===== config.mk =====
export PLATFORM = sky130hd
export DESIGN_NAME = salsa20_stream_cipher_top
export DESIGN_NICKNAME = d
export VERILOG_FILES = /design/src/rtl/s20sc_pkg.sv /design/src/rtl/salsa20_stream_cipher_top.sv
export SDC_FILE = /design/constraint.sdc
export NUM_CORES = 2
export LEC_CHECK = 0
export CORE_MARGIN = 1
export CORE_UTILIZATION = 53
export CTS_CLUSTER_SIZE = 14
export DETAILED_ROUTE_END_ITERATION = 8
export DONT_BUFFER_PORTS = 1
export PLACE_DENSITY = 0.73
export SLEW_MARGIN = 15
export SYNTH_ARGS = -nofsm -noshare
export SYNTH_HDL_FRONTEND = slang
export SYNTH_SLANG_ARGS = --single-unit

===== constraint.sdc =====
create_clock -name clk -period 6.9 [get_ports clk]
set_input_delay 0.69 -clock clk [delete_from_list [all_inputs] [get_ports clk]]
set_output_delay 0.69 -clock clk [all_outputs]
set_load 0.03 [all_outputs]

===== src/rtl/s20sc_pkg.sv =====
// Shared types, constants and helper functions for the Salsa20 byte-stream cipher.
package s20sc_pkg;

    // Number of double rounds per keystream block (range 4 to 10)
    localparam int unsigned DOUBLE_ROUNDS = 10;
    localparam int unsigned ROUND_W       = (DOUBLE_ROUNDS > 1) ? $clog2(DOUBLE_ROUNDS) : 1;

    // "expand 32-byte k" words
    localparam logic [31:0] SIGMA_0 = 32'h6170_7865;
    localparam logic [31:0] SIGMA_1 = 32'h3320_646e;
    localparam logic [31:0] SIGMA_2 = 32'h7962_2d32;
    localparam logic [31:0] SIGMA_3 = 32'h6b20_6574;

    // Quarter-round rotate amounts
    localparam int unsigned ROT_0 = 7;
    localparam int unsigned ROT_1 = 9;
    localparam int unsigned ROT_2 = 13;
    localparam int unsigned ROT_3 = 18;

    // Configuration register indexes
    localparam int unsigned REG_IDX_W = 3;
    localparam logic [REG_IDX_W-1:0] REG_KEY_0   = 3'd0;
    localparam logic [REG_IDX_W-1:0] REG_KEY_1   = 3'd1;
    localparam logic [REG_IDX_W-1:0] REG_KEY_2   = 3'd2;
    localparam logic [REG_IDX_W-1:0] REG_KEY_3   = 3'd3;
    localparam logic [REG_IDX_W-1:0] REG_NONCE   = 3'd4;
    localparam logic [REG_IDX_W-1:0] REG_START   = 3'd5;

    // Quarter-round operand slots
    localparam logic [1:0] SLOT_A = 2'd0;
    localparam logic [1:0] SLOT_B = 2'd1;
    localparam logic [1:0] SLOT_C = 2'd2;
    localparam logic [1:0] SLOT_D = 2'd3;

    typedef struct packed {
        logic [7:0] data_byte;
        logic       end_of_message;
    } in_item_t;

    typedef struct packed {
        logic [7:0] out_byte;
        logic       message_done;
    } out_item_t;

    // Matrix word index for one slot of a quarter-round;
    // quarters 0..3 are the column round, 4..7 the row round
    function automatic logic [3:0] qr_slot(input logic [2:0] q, input logic [1:0] slot);
        logic [15:0] idx;
        unique case (q)
            3'd0: idx = 16'h048C;
            3'd1: idx = 16'h59D1;
            3'd2: idx = 16'hAE26;
            3'd3: idx = 16'hF37B;
            3'd4: idx = 16'h0123;
            3'd5: idx = 16'h5674;
            3'd6: idx = 16'hAB89;
            3'd7: idx = 16'hFCDE;
            default: idx = 16'h048C;
        endcase
        unique case (slot)
            SLOT_A:  return idx[15:12];
            SLOT_B:  return idx[11:8];
            SLOT_C:  return idx[7:4];
            SLOT_D:  return idx[3:0];
            default: return idx[3:0];
        endcase
    endfunction

    function automatic logic [31:0] rotl32(input logic [31:0] x, input int unsigned k);
        return (x << k) | (x >> (32 - k));
    endfunction

    // Input matrix word from key, nonce and block counter
    function automatic logic [31:0] init_word(
        input logic [3:0]  idx,
        input logic [63:0] key0,
        input logic [63:0] key1,
        input logic [63:0] key2,
        input logic [63:0] key3,
        input logic [63:0] nonce,
        input logic [63:0] ctr
    );
        unique case (idx)
            4'd0:  return SIGMA_0;
            4'd1:  return key0[31:0];
            4'd2:  return key0[63:32];
            4'd3:  return key1[31:0];
            4'd4:  return key1[63:32];
            4'd5:  return SIGMA_1;
            4'd6:  return nonce[31:0];
            4'd7:  return nonce[63:32];
            4'd8:  return ctr[31:0];
            4'd9:  return ctr[63:32];
            4'd10: return SIGMA_2;
            4'd11: return key2[31:0];
            4'd12: return key2[63:32];
            4'd13: return key3[31:0];
            4'd14: return key3[63:32];
            4'd15: return SIGMA_3;
            default: return SIGMA_0;
        endcase
    endfunction

endpackage


===== src/rtl/salsa20_stream_cipher_top.sv =====
// Salsa20/20 byte-stream cipher: one shared add-rotate-xor unit under a small sequencer.
// Within a block an item is accepted (word read into the result register), then its output
// is registered once the output register is free. At byte position 0 a new block is built
// first: 16 loads, 80 quarter-rounds (two reads, four steps), 16 feed-forward adds, a read.
// One item in flight at a time; ready is high only while the sequencer waits for an item.
// Reset clears config, counter, position and control; the work store is not cleared.
module salsa20_stream_cipher_top
    import s20sc_pkg::*;
(
    input  logic        clk,
    input  logic        rst_n,
    // configuration port
    input  logic        psel,
    input  logic        penable,
    input  logic        pwrite,
    input  logic [5:0]  paddr,
    input  logic [63:0] pwdata,
    output logic [63:0] prdata,
    output logic        pready,
    // item input
    input  logic        in_valid,
    output logic        in_ready,
    input  in_item_t    in_item,
    // item output
    output logic        out_valid,
    input  logic        out_ready,
    output out_item_t   out_item
);

    localparam logic [3:0] ST_IDLE   = 4'd0;
    localparam logic [3:0] ST_INIT   = 4'd1;
    localparam logic [3:0] ST_QRD_AB = 4'd2;
    localparam logic [3:0] ST_QRD_CD = 4'd3;
    localparam logic [3:0] ST_QSTEP  = 4'd4;
    localparam logic [3:0] ST_FF_RD  = 4'd5;
    localparam logic [3:0] ST_FF_WR  = 4'd6;
    localparam logic [3:0] ST_READ   = 4'd7;
    localparam logic [3:0] ST_OUT    = 4'd8;

    // control state
    logic [3:0]         state_reg, state_next;
    logic [3:0]         widx_reg, widx_next;
    logic [2:0]         qnum_reg, qnum_next;
    logic [ROUND_W-1:0] round_reg, round_next;
    logic [1:0]         step_reg, step_next;
    logic [5:0]         pos_reg, pos_next;
    logic [63:0]        ctr_reg, ctr_next;
    logic               out_valid_reg, out_valid_next;

    // configuration registers
    logic [63:0] key0_reg, key0_next;
    logic [63:0] key1_reg, key1_next;
    logic [63:0] key2_reg, key2_next;
    logic [63:0] key3_reg, key3_next;
    logic [63:0] nonce_reg, nonce_next;
    logic [63:0] start_reg, start_next;

    // payload
    logic [31:0] work_mem [16];
    logic [31:0] qa_reg, qb_reg, qc_reg, qd_reg;
    logic [31:0] word_reg;
    in_item_t    item_reg;
    out_item_t   out_item_reg;

    logic                 cfg_wr;
    logic [REG_IDX_W-1:0] cfg_idx;
    logic                 in_fire;
    logic                 out_load;
    logic [31:0]          init_val;
    logic [31:0]          op_x, op_y, op_t;
    logic [31:0]          sum;
    logic [31:0]          rot;
    logic [31:0]          unit_res;
    logic [3:0]           tgt_idx;
    logic                 wr_en;
    logic [3:0]           wr_addr;
    logic [31:0]          wr_data;
    logic [7:0]           ks_byte;

    assign pready    = 1'b1;
    assign cfg_wr    = psel & penable & pwrite;
    assign cfg_idx   = paddr[5:3];
    assign in_ready  = (state_reg == ST_IDLE);
    assign in_fire   = in_valid & in_ready;
    assign out_load  = (state_reg == ST_OUT) & (~out_valid_reg | out_ready);
    assign out_valid = out_valid_reg;
    assign out_item  = out_item_reg;

    // register read-back
    always_comb
    begin
        unique case (cfg_idx)
            REG_KEY_0: prdata = key0_reg;
            REG_KEY_1: prdata = key1_reg;
            REG_KEY_2: prdata = key2_reg;
            REG_KEY_3: prdata = key3_reg;
            REG_NONCE: prdata = nonce_reg;
            REG_START: prdata = start_reg;
            default:   prdata = 64'd0;
        endcase
    end

    assign init_val = init_word(widx_reg, key0_reg, key1_reg, key2_reg, key3_reg,
                                nonce_reg, ctr_reg);

    // shared unit: operand selection per quarter-round step, or feed-forward add
    always_comb
    begin
        op_x    = qa_reg;
        op_y    = qd_reg;
        op_t    = qb_reg;
        tgt_idx = qr_slot(qnum_reg, SLOT_B);
        unique case (step_reg)
            2'd0:
            begin
                op_x    = qa_reg;
                op_y    = qd_reg;
                op_t    = qb_reg;
                tgt_idx = qr_slot(qnum_reg, SLOT_B);
            end
            2'd1:
            begin
                op_x    = qb_reg;
                op_y    = qa_reg;
                op_t    = qc_reg;
                tgt_idx = qr_slot(qnum_reg, SLOT_C);
            end
            2'd2:
            begin
                op_x    = qc_reg;
                op_y    = qb_reg;
                op_t    = qd_reg;
                tgt_idx = qr_slot(qnum_reg, SLOT_D);
            end
            2'd3:
            begin
                op_x    = qd_reg;
                op_y    = qc_reg;
                op_t    = qa_reg;
                tgt_idx = qr_slot(qnum_reg, SLOT_A);
            end
            default:
            begin
                op_x    = qa_reg;
                op_y    = qd_reg;
                op_t    = qb_reg;
                tgt_idx = qr_slot(qnum_reg, SLOT_B);
            end
        endcase
        if (state_reg == ST_FF_WR)
        begin
            op_x = qa_reg;
            op_y = init_val;
        end
    end

    assign sum = op_x + op_y;

    always_comb
    begin
        unique case (step_reg)
            2'd0:    rot = rotl32(sum, ROT_0);
            2'd1:    rot = rotl32(sum, ROT_1);
            2'd2:    rot = rotl32(sum, ROT_2);
            2'd3:    rot = rotl32(sum, ROT_3);
            default: rot = rotl32(sum, ROT_0);
        endcase
    end

    assign unit_res = op_t ^ rot;

    // work store write port
    always_comb
    begin
        wr_en   = 1'b0;
        wr_addr = widx_reg;
        wr_data = init_val;
        unique case (state_reg)
            ST_INIT:
            begin
                wr_en   = 1'b1;
                wr_addr = widx_reg;
                wr_data = init_val;
            end
            ST_QSTEP:
            begin
                wr_en   = 1'b1;
                wr_addr = tgt_idx;
                wr_data = unit_res;
            end
            ST_FF_WR:
            begin
                wr_en   = 1'b1;
                wr_addr = widx_reg;
                wr_data = sum;
            end
            default:
            begin
                wr_en   = 1'b0;
                wr_addr = widx_reg;
                wr_data = init_val;
            end
        endcase
    end

    // keystream byte from the registered word
    always_comb
    begin
        unique case (pos_reg[1:0])
            2'd0:    ks_byte = word_reg[7:0];
            2'd1:    ks_byte = word_reg[15:8];
            2'd2:    ks_byte = word_reg[23:16];
            2'd3:    ks_byte = word_reg[31:24];
            default: ks_byte = word_reg[7:0];
        endcase
    end

    // sequencer and configuration next state
    always_comb
    begin
        state_next     = state_reg;
        widx_next      = widx_reg;
        qnum_next      = qnum_reg;
        round_next     = round_reg;
        step_next      = step_reg;
        pos_next       = pos_reg;
        ctr_next       = ctr_reg;
        out_valid_next = out_valid_reg;
        key0_next      = key0_reg;
        key1_next      = key1_reg;
        key2_next      = key2_reg;
        key3_next      = key3_reg;
        nonce_next     = nonce_reg;
        start_next     = start_reg;

        if (out_valid_reg && out_ready)
            out_valid_next = 1'b0;

        unique case (state_reg)
            ST_IDLE:
            begin
                if (in_valid)
                begin
                    if (pos_reg == 6'd0)
                    begin
                        state_next = ST_INIT;
                        widx_next  = 4'd0;
                    end
                    else
                        state_next = ST_OUT;
                end
            end
            ST_INIT:
            begin
                widx_next = widx_reg + 4'd1;
                if (widx_reg == 4'hF)
                begin
                    state_next = ST_QRD_AB;
                    qnum_next  = 3'd0;
                    round_next = '0;
                end
            end
            ST_QRD_AB:
                state_next = ST_QRD_CD;
            ST_QRD_CD:
            begin
                state_next = ST_QSTEP;
                step_next  = 2'd0;
            end
            ST_QSTEP:
            begin
                step_next = step_reg + 2'd1;
                if (step_reg == 2'd3)
                begin
                    qnum_next = qnum_reg + 3'd1;
                    if (qnum_reg == 3'd7 && round_reg == ROUND_W'(DOUBLE_ROUNDS - 1))
                    begin
                        state_next = ST_FF_RD;
                        widx_next  = 4'd0;
                    end
                    else
                    begin
                        state_next = ST_QRD_AB;
                        if (qnum_reg == 3'd7)
                            round_next = round_reg + ROUND_W'(1);
                    end
                end
            end
            ST_FF_RD:
                state_next = ST_FF_WR;
            // each word is read back before its feed-forward add
            ST_FF_WR:
            begin
                widx_next = widx_reg + 4'd1;
                if (widx_reg == 4'hF)
                    state_next = ST_READ;
                else
                    state_next = ST_FF_RD;
            end
            ST_READ:
                state_next = ST_OUT;
            ST_OUT:
            begin
                if (!out_valid_reg || out_ready)
                begin
                    out_valid_next = 1'b1;
                    state_next     = ST_IDLE;
                    if (pos_reg == 6'd63 || item_reg.end_of_message)
                    begin
                        pos_next = 6'd0;
                        ctr_next = ctr_reg + 64'd1;
                    end
                    else
                        pos_next = pos_reg + 6'd1;
                end
            end
            default:
                state_next = ST_IDLE;
        endcase

        // register writes; a counter write reloads the running counter
        if (cfg_wr)
        begin
            unique case (cfg_idx)
                REG_KEY_0: key0_next  = pwdata;
                REG_KEY_1: key1_next  = pwdata;
                REG_KEY_2: key2_next  = pwdata;
                REG_KEY_3: key3_next  = pwdata;
                REG_NONCE: nonce_next = pwdata;
                REG_START:
                begin
                    start_next = pwdata;
                    ctr_next   = pwdata;
                end
                default: ;
            endcase
        end
    end

    // control registers
    always_ff @(posedge clk or negedge rst_n)
    begin
        if (!rst_n)
        begin
            state_reg     <= ST_IDLE;
            widx_reg      <= 4'd0;
            qnum_reg      <= 3'd0;
            round_reg     <= '0;
            step_reg      <= 2'd0;
            pos_reg       <= 6'd0;
            ctr_reg       <= 64'd0;
            out_valid_reg <= 1'b0;
            key0_reg      <= 64'd0;
            key1_reg      <= 64'd0;
            key2_reg      <= 64'd0;
            key3_reg      <= 64'd0;
            nonce_reg     <= 64'd0;
            start_reg     <= 64'd0;
        end
        else
        begin
            state_reg     <= state_next;
            widx_reg      <= widx_next;
            qnum_reg      <= qnum_next;
            round_reg     <= round_next;
            step_reg      <= step_next;
            pos_reg       <= pos_next;
            ctr_reg       <= ctr_next;
            out_valid_reg <= out_valid_next;
            key0_reg      <= key0_next;
            key1_reg      <= key1_next;
            key2_reg      <= key2_next;
            key3_reg      <= key3_next;
            nonce_reg     <= nonce_next;
            start_reg     <= start_next;
        end
    end

    // work store (holds the keystream block once finished) and datapath registers
    always_ff @(posedge clk)
    begin
        if (wr_en)
            work_mem[wr_addr] <= wr_data;

        if (state_reg == ST_QRD_AB)
        begin
            qa_reg <= work_mem[qr_slot(qnum_reg, SLOT_A)];
            qb_reg <= work_mem[qr_slot(qnum_reg, SLOT_B)];
        end

        if (state_reg == ST_QRD_CD)
        begin
            qc_reg <= work_mem[qr_slot(qnum_reg, SLOT_C)];
            qd_reg <= work_mem[qr_slot(qnum_reg, SLOT_D)];
        end

        // quarter-round step result lands in its local copy too
        if (state_reg == ST_QSTEP)
        begin
            unique case (step_reg)
                2'd0:    qb_reg <= unit_res;
                2'd1:    qc_reg <= unit_res;
                2'd2:    qd_reg <= unit_res;
                2'd3:    qa_reg <= unit_res;
                default: qb_reg <= unit_res;
            endcase
        end

        if (state_reg == ST_FF_RD)
            qa_reg <= work_mem[widx_reg];

        if (in_fire || state_reg == ST_READ)
            word_reg <= work_mem[pos_reg[5:2]];

        if (in_fire)
            item_reg <= in_item;

        if (out_load)
        begin
            out_item_reg.out_byte     <= item_reg.data_byte ^ ks_byte;
            out_item_reg.message_done <= item_reg.end_of_message;
        end
    end

endmodule

==> summary.md <==
| Metric | Value |
|---|---|
| Area occupied by multi-input gates | 32500 sq um |
| Syn Nets | 5285 |
| Placed cell count | 6594 |
| Clock root cell | clkbuf_16 |
| Pleak | 26.8 nW |
| Dominant cells by area after synthesis | edfxtp_1 26%, dfrtp_1 18%, mux4_2 18% |
| CP Max Fanout | 16 |
| Synth Flop Type | edfxtp_1 |
| R2R Path End | work_mem[11][2] |
| R2r setup slk | 0.05 ns |
| Post-CTS setup buffer count | 0 |
| Final wirelength | 238000 um |
| Max cap viols | 0 |
| Most frequent cell after synthesis | nand2_1 |
| Fillers | 9173 |
| Final setup TNS | 0 ns |
| FF/Latch Area | 31300 sq um |
| Top sig layer | met5 |
| Die width | 353 um |
| Die ar. | 124000 sq um |
| Final ANT Viol Nets | 0 |
| Synth-to-layout area growth | 11.7% |
| CTS H-Tree Depth | 3 |
| GRT Util Overall | 0.378 |
| # DRC | 78 |
| Critical Path Sink | work_mem[11][2] |
| Simple-gate share of the synthesized area | 0.0760 |
| Yosys warning count | 0 |
| Final min period | 6.85 ns |
| WP data arrival | 7.34 ns |
| Proportion of netlist area held by the largest area contributor | 0.259 |
| Syn Area/Cell | 12.6 sq um |
| Final #Nets | 5262 |
| Hold Buf Count CTS | 37 |
| Layout Skew | 0.0611 ns |
| DP HPWL | 148000 um |
| Placer Congestion | 1.08 |
| I/O pin cnt | 162 |
| Share of layout cells above drive strength 1 | 0.273 |
| Pwr dens | 548 nW/um^2 |
| Row Count | 128 |
| Worst R2R Start | widx_reg[0] |
| Non-filler instance count after layout | 6864 |
| Asr flop ratio synth | 0.406 |
| PortBufs | 0 |
| Routed met3 length | 34500 um |
| CTS tree | yes |
| Most instantiated cells after synthesis | 584 x nand2_1, 562 x edfxtp_1, 512 x mux4_2 |
| Synthesized cell area | 65100 sq um |
| Synth cell types | 95 |
| Failing checks | design-rule violations, negative hold slack |
| Area share of xor/xnor cells in the synthesized design | 0.0179 |
| Slew @ Worst Pin | 1.42 ns |
| Reg clk slew, reported paths | 0.06 ns |
| CP startpoint | widx_reg[0] |
| Synth area leader | edfxtp_1 |
| Top reg by flops | work_mem |
| Status | finished, violations left |
| Combinational family with the most area after synthesis | multiplexers |
| Overflow after GRT | 0 |
| Metal2 WL | 103000 um |
| CP Class | flip-flop to flip-flop |
| Starting Density | 0.535 |
| HP Class | input pin to async pin |
| Maximum VDD drop | 435 uV |
| Insertion delay to the later sink of the worst-skew pair | 0.81 ns |
| Post-synthesis adder-cell area fraction | 0.00953 |
| Final period util | 0.993 |
| WHS | -0.413 ns |
| Vias in the first global route | 49600 |
| Max-slew violations | 0 |
| Largest net degree at the start of global routing | 473 |
| Multiplexer share of the synthesized area | 0.252 |
| Worst path required time | 7.39 ns |
| Initial antenna violation count | 7 |
| First-pass GRT wire length | 346000 um |
| Die Y | 353 um |
| Seq/Total Area, Yosys | 0.480 |
| Setup violators final | 0 |
| Post-synth EDFFs | 562 |
| DRT iter0 DRCs | 9800 |
| Compound-Gate Fraction of Synth Area | 0.137 |
| Final Hold Viols | 472 |
| Post-Synthesis Cells | 5150 |
| DRT Pass-1 Iters | 9 |
| Synth Register Bits | 1162 |
| Max frequency | 0.146 GHz |
| Worst Reg-to-Reg Cells | 23 |
| Clk buf depth | 3 |
| Wire length on met1 | 85900 um |
| Setup crit end kind | flip-flop |
| Rel. slew slack | 0.0511 |
| CP startpoint kind | flip-flop |
| Vias per inst | 7.59 |
| Avg WL per Cell | 34.7 um |
| Vias | 52100 |
| Max reg flops | 512 |
| Core area | 122000 sq um |
| CTS buffer count | 119 |
| Clk sink count | 1162 |
[logic make-up after synthesis]
| logic type | count (synthesis) |
|---|---|
| buffers and inverters | 479 |
| muxes | 956 |
| xor gates and xnor gates | 131 |
| and+or+nand+nor | 1115 |
| DFF | 1162 |
| AOI/OAI and AO/OA | 1257 |
| adders and majority gates | 49 |
| other | 1 |
[layer usage]
metal  track usage  vias up
met2         0.544     4518
met4         0.204        6
met3         0.114      861
li1              -    20500
met1         0.515    26200
met5             0        -
[metrics by stage]
| stage | setup slack [ns] | instance area, sq um | util | power (W) | hold slack (ns) |
|---|---|---|---|---|---|
| final | 0.0496 | 72800 | 0.597 | 0.0399 | -0.413 |
| after detailed placement | -0.0272 | 67900 | 0.557 | 0.0316 | 0.410 |
| after global placement | 0.108 | 67900 | 0.557 | 0.0313 | 0.406 |
| after floorplan | 0.419 | 65100 | - | 0.0229 | 0.394 |
| after global routing | -0.000875 | 72700 | 0.597 | 0.0411 | -0.426 |
| after CTS | 0.00483 | 72600 | 0.596 | 0.0388 | -0.435 |
[power breakdown]
group          switching, W  internal [W]
Combinational        0.0136       0.00831
Sequential          0.00149       0.00941
Clock               0.00296       0.00416
Total                0.0180        0.0219
[worst min-delay path by stage]
stage / startpoint / endpoint / cells past startpoint
2_1_floorplan: rst_n / ctr_reg[0] / 0
3_3_place_gp: rst_n / nonce_reg[45] / 0
3_5_place_dp: rst_n / key0_reg[13] / 0
4_1_cts: rst_n / key0_reg[13] / 0
5_1_grt: rst_n / key0_reg[13] / 0
6_report: rst_n / key0_reg[13] / 0
[critical path: stages, from the launching register on]
cell and delay (ns):
dfrtp_4 0.50, inv_1 0.15, ha_1 0.46, and3_1 0.44, buf_4 0.41, buf_4 0.32
a221oi_1 0.12, nand3_1 0.11, buf_4 0.22, a21o_1 0.15, ha_1 0.33, a21oi_1 0.33
o21ai_0 0.23, a211oi_1 0.26, nand3_1 0.29, a31oi_1 0.40, xnor2_1 0.14, buf_4 0.20
a222oi_1 0.46, buf_4 0.23, xor2_1 0.08, mux2i_1 0.31, o221ai_1 0.16, buf_4 0.23
[layout make-up]
class | count | area share
Multi-Input combinational cell | 3509 | 0.447
Inverter | 52 | 0.00268
Sequential cell | 1162 | 0.430
Clock inverter | 67 | 0.0135
Timing Repair Buffer | 283 | 0.0322
Clock buffer | 157 | 0.0461
Antenna cell | 9 | 0.000310
Tap cell | 1625 | 0.0279
[layout by cell type, fill, tap and decap left out, types with 65 or more instances in the layout]
| master | count |
|---|---|
| a21oi_1 | 129 |
| a221oi_1 | 65 |
| a222oi_1 | 100 |
| a22oi_1 | 282 |
| buf_4 | 236 |
| clkbuf_16 | 123 |
| dfrtp_1 | 462 |
| dfxtp_1 | 128 |
| edfxtp_1 | 562 |
| mux2_2 | 350 |
| mux2i_1 | 90 |
| mux4_2 | 512 |
| nand2_1 | 579 |
| nand3_1 | 144 |
| nor2_1 | 140 |
| o211ai_1 | 75 |
| o21ai_0 | 256 |
| xor2_1 | 70 |
[timing repair]
item / in CTS / in global routing
setup endpoints to repair: 16 / 306
endpoints found under the hold margin: 542 / 472
gates resized for setup: 1 / 19
(Power assumes the default switching activity.)
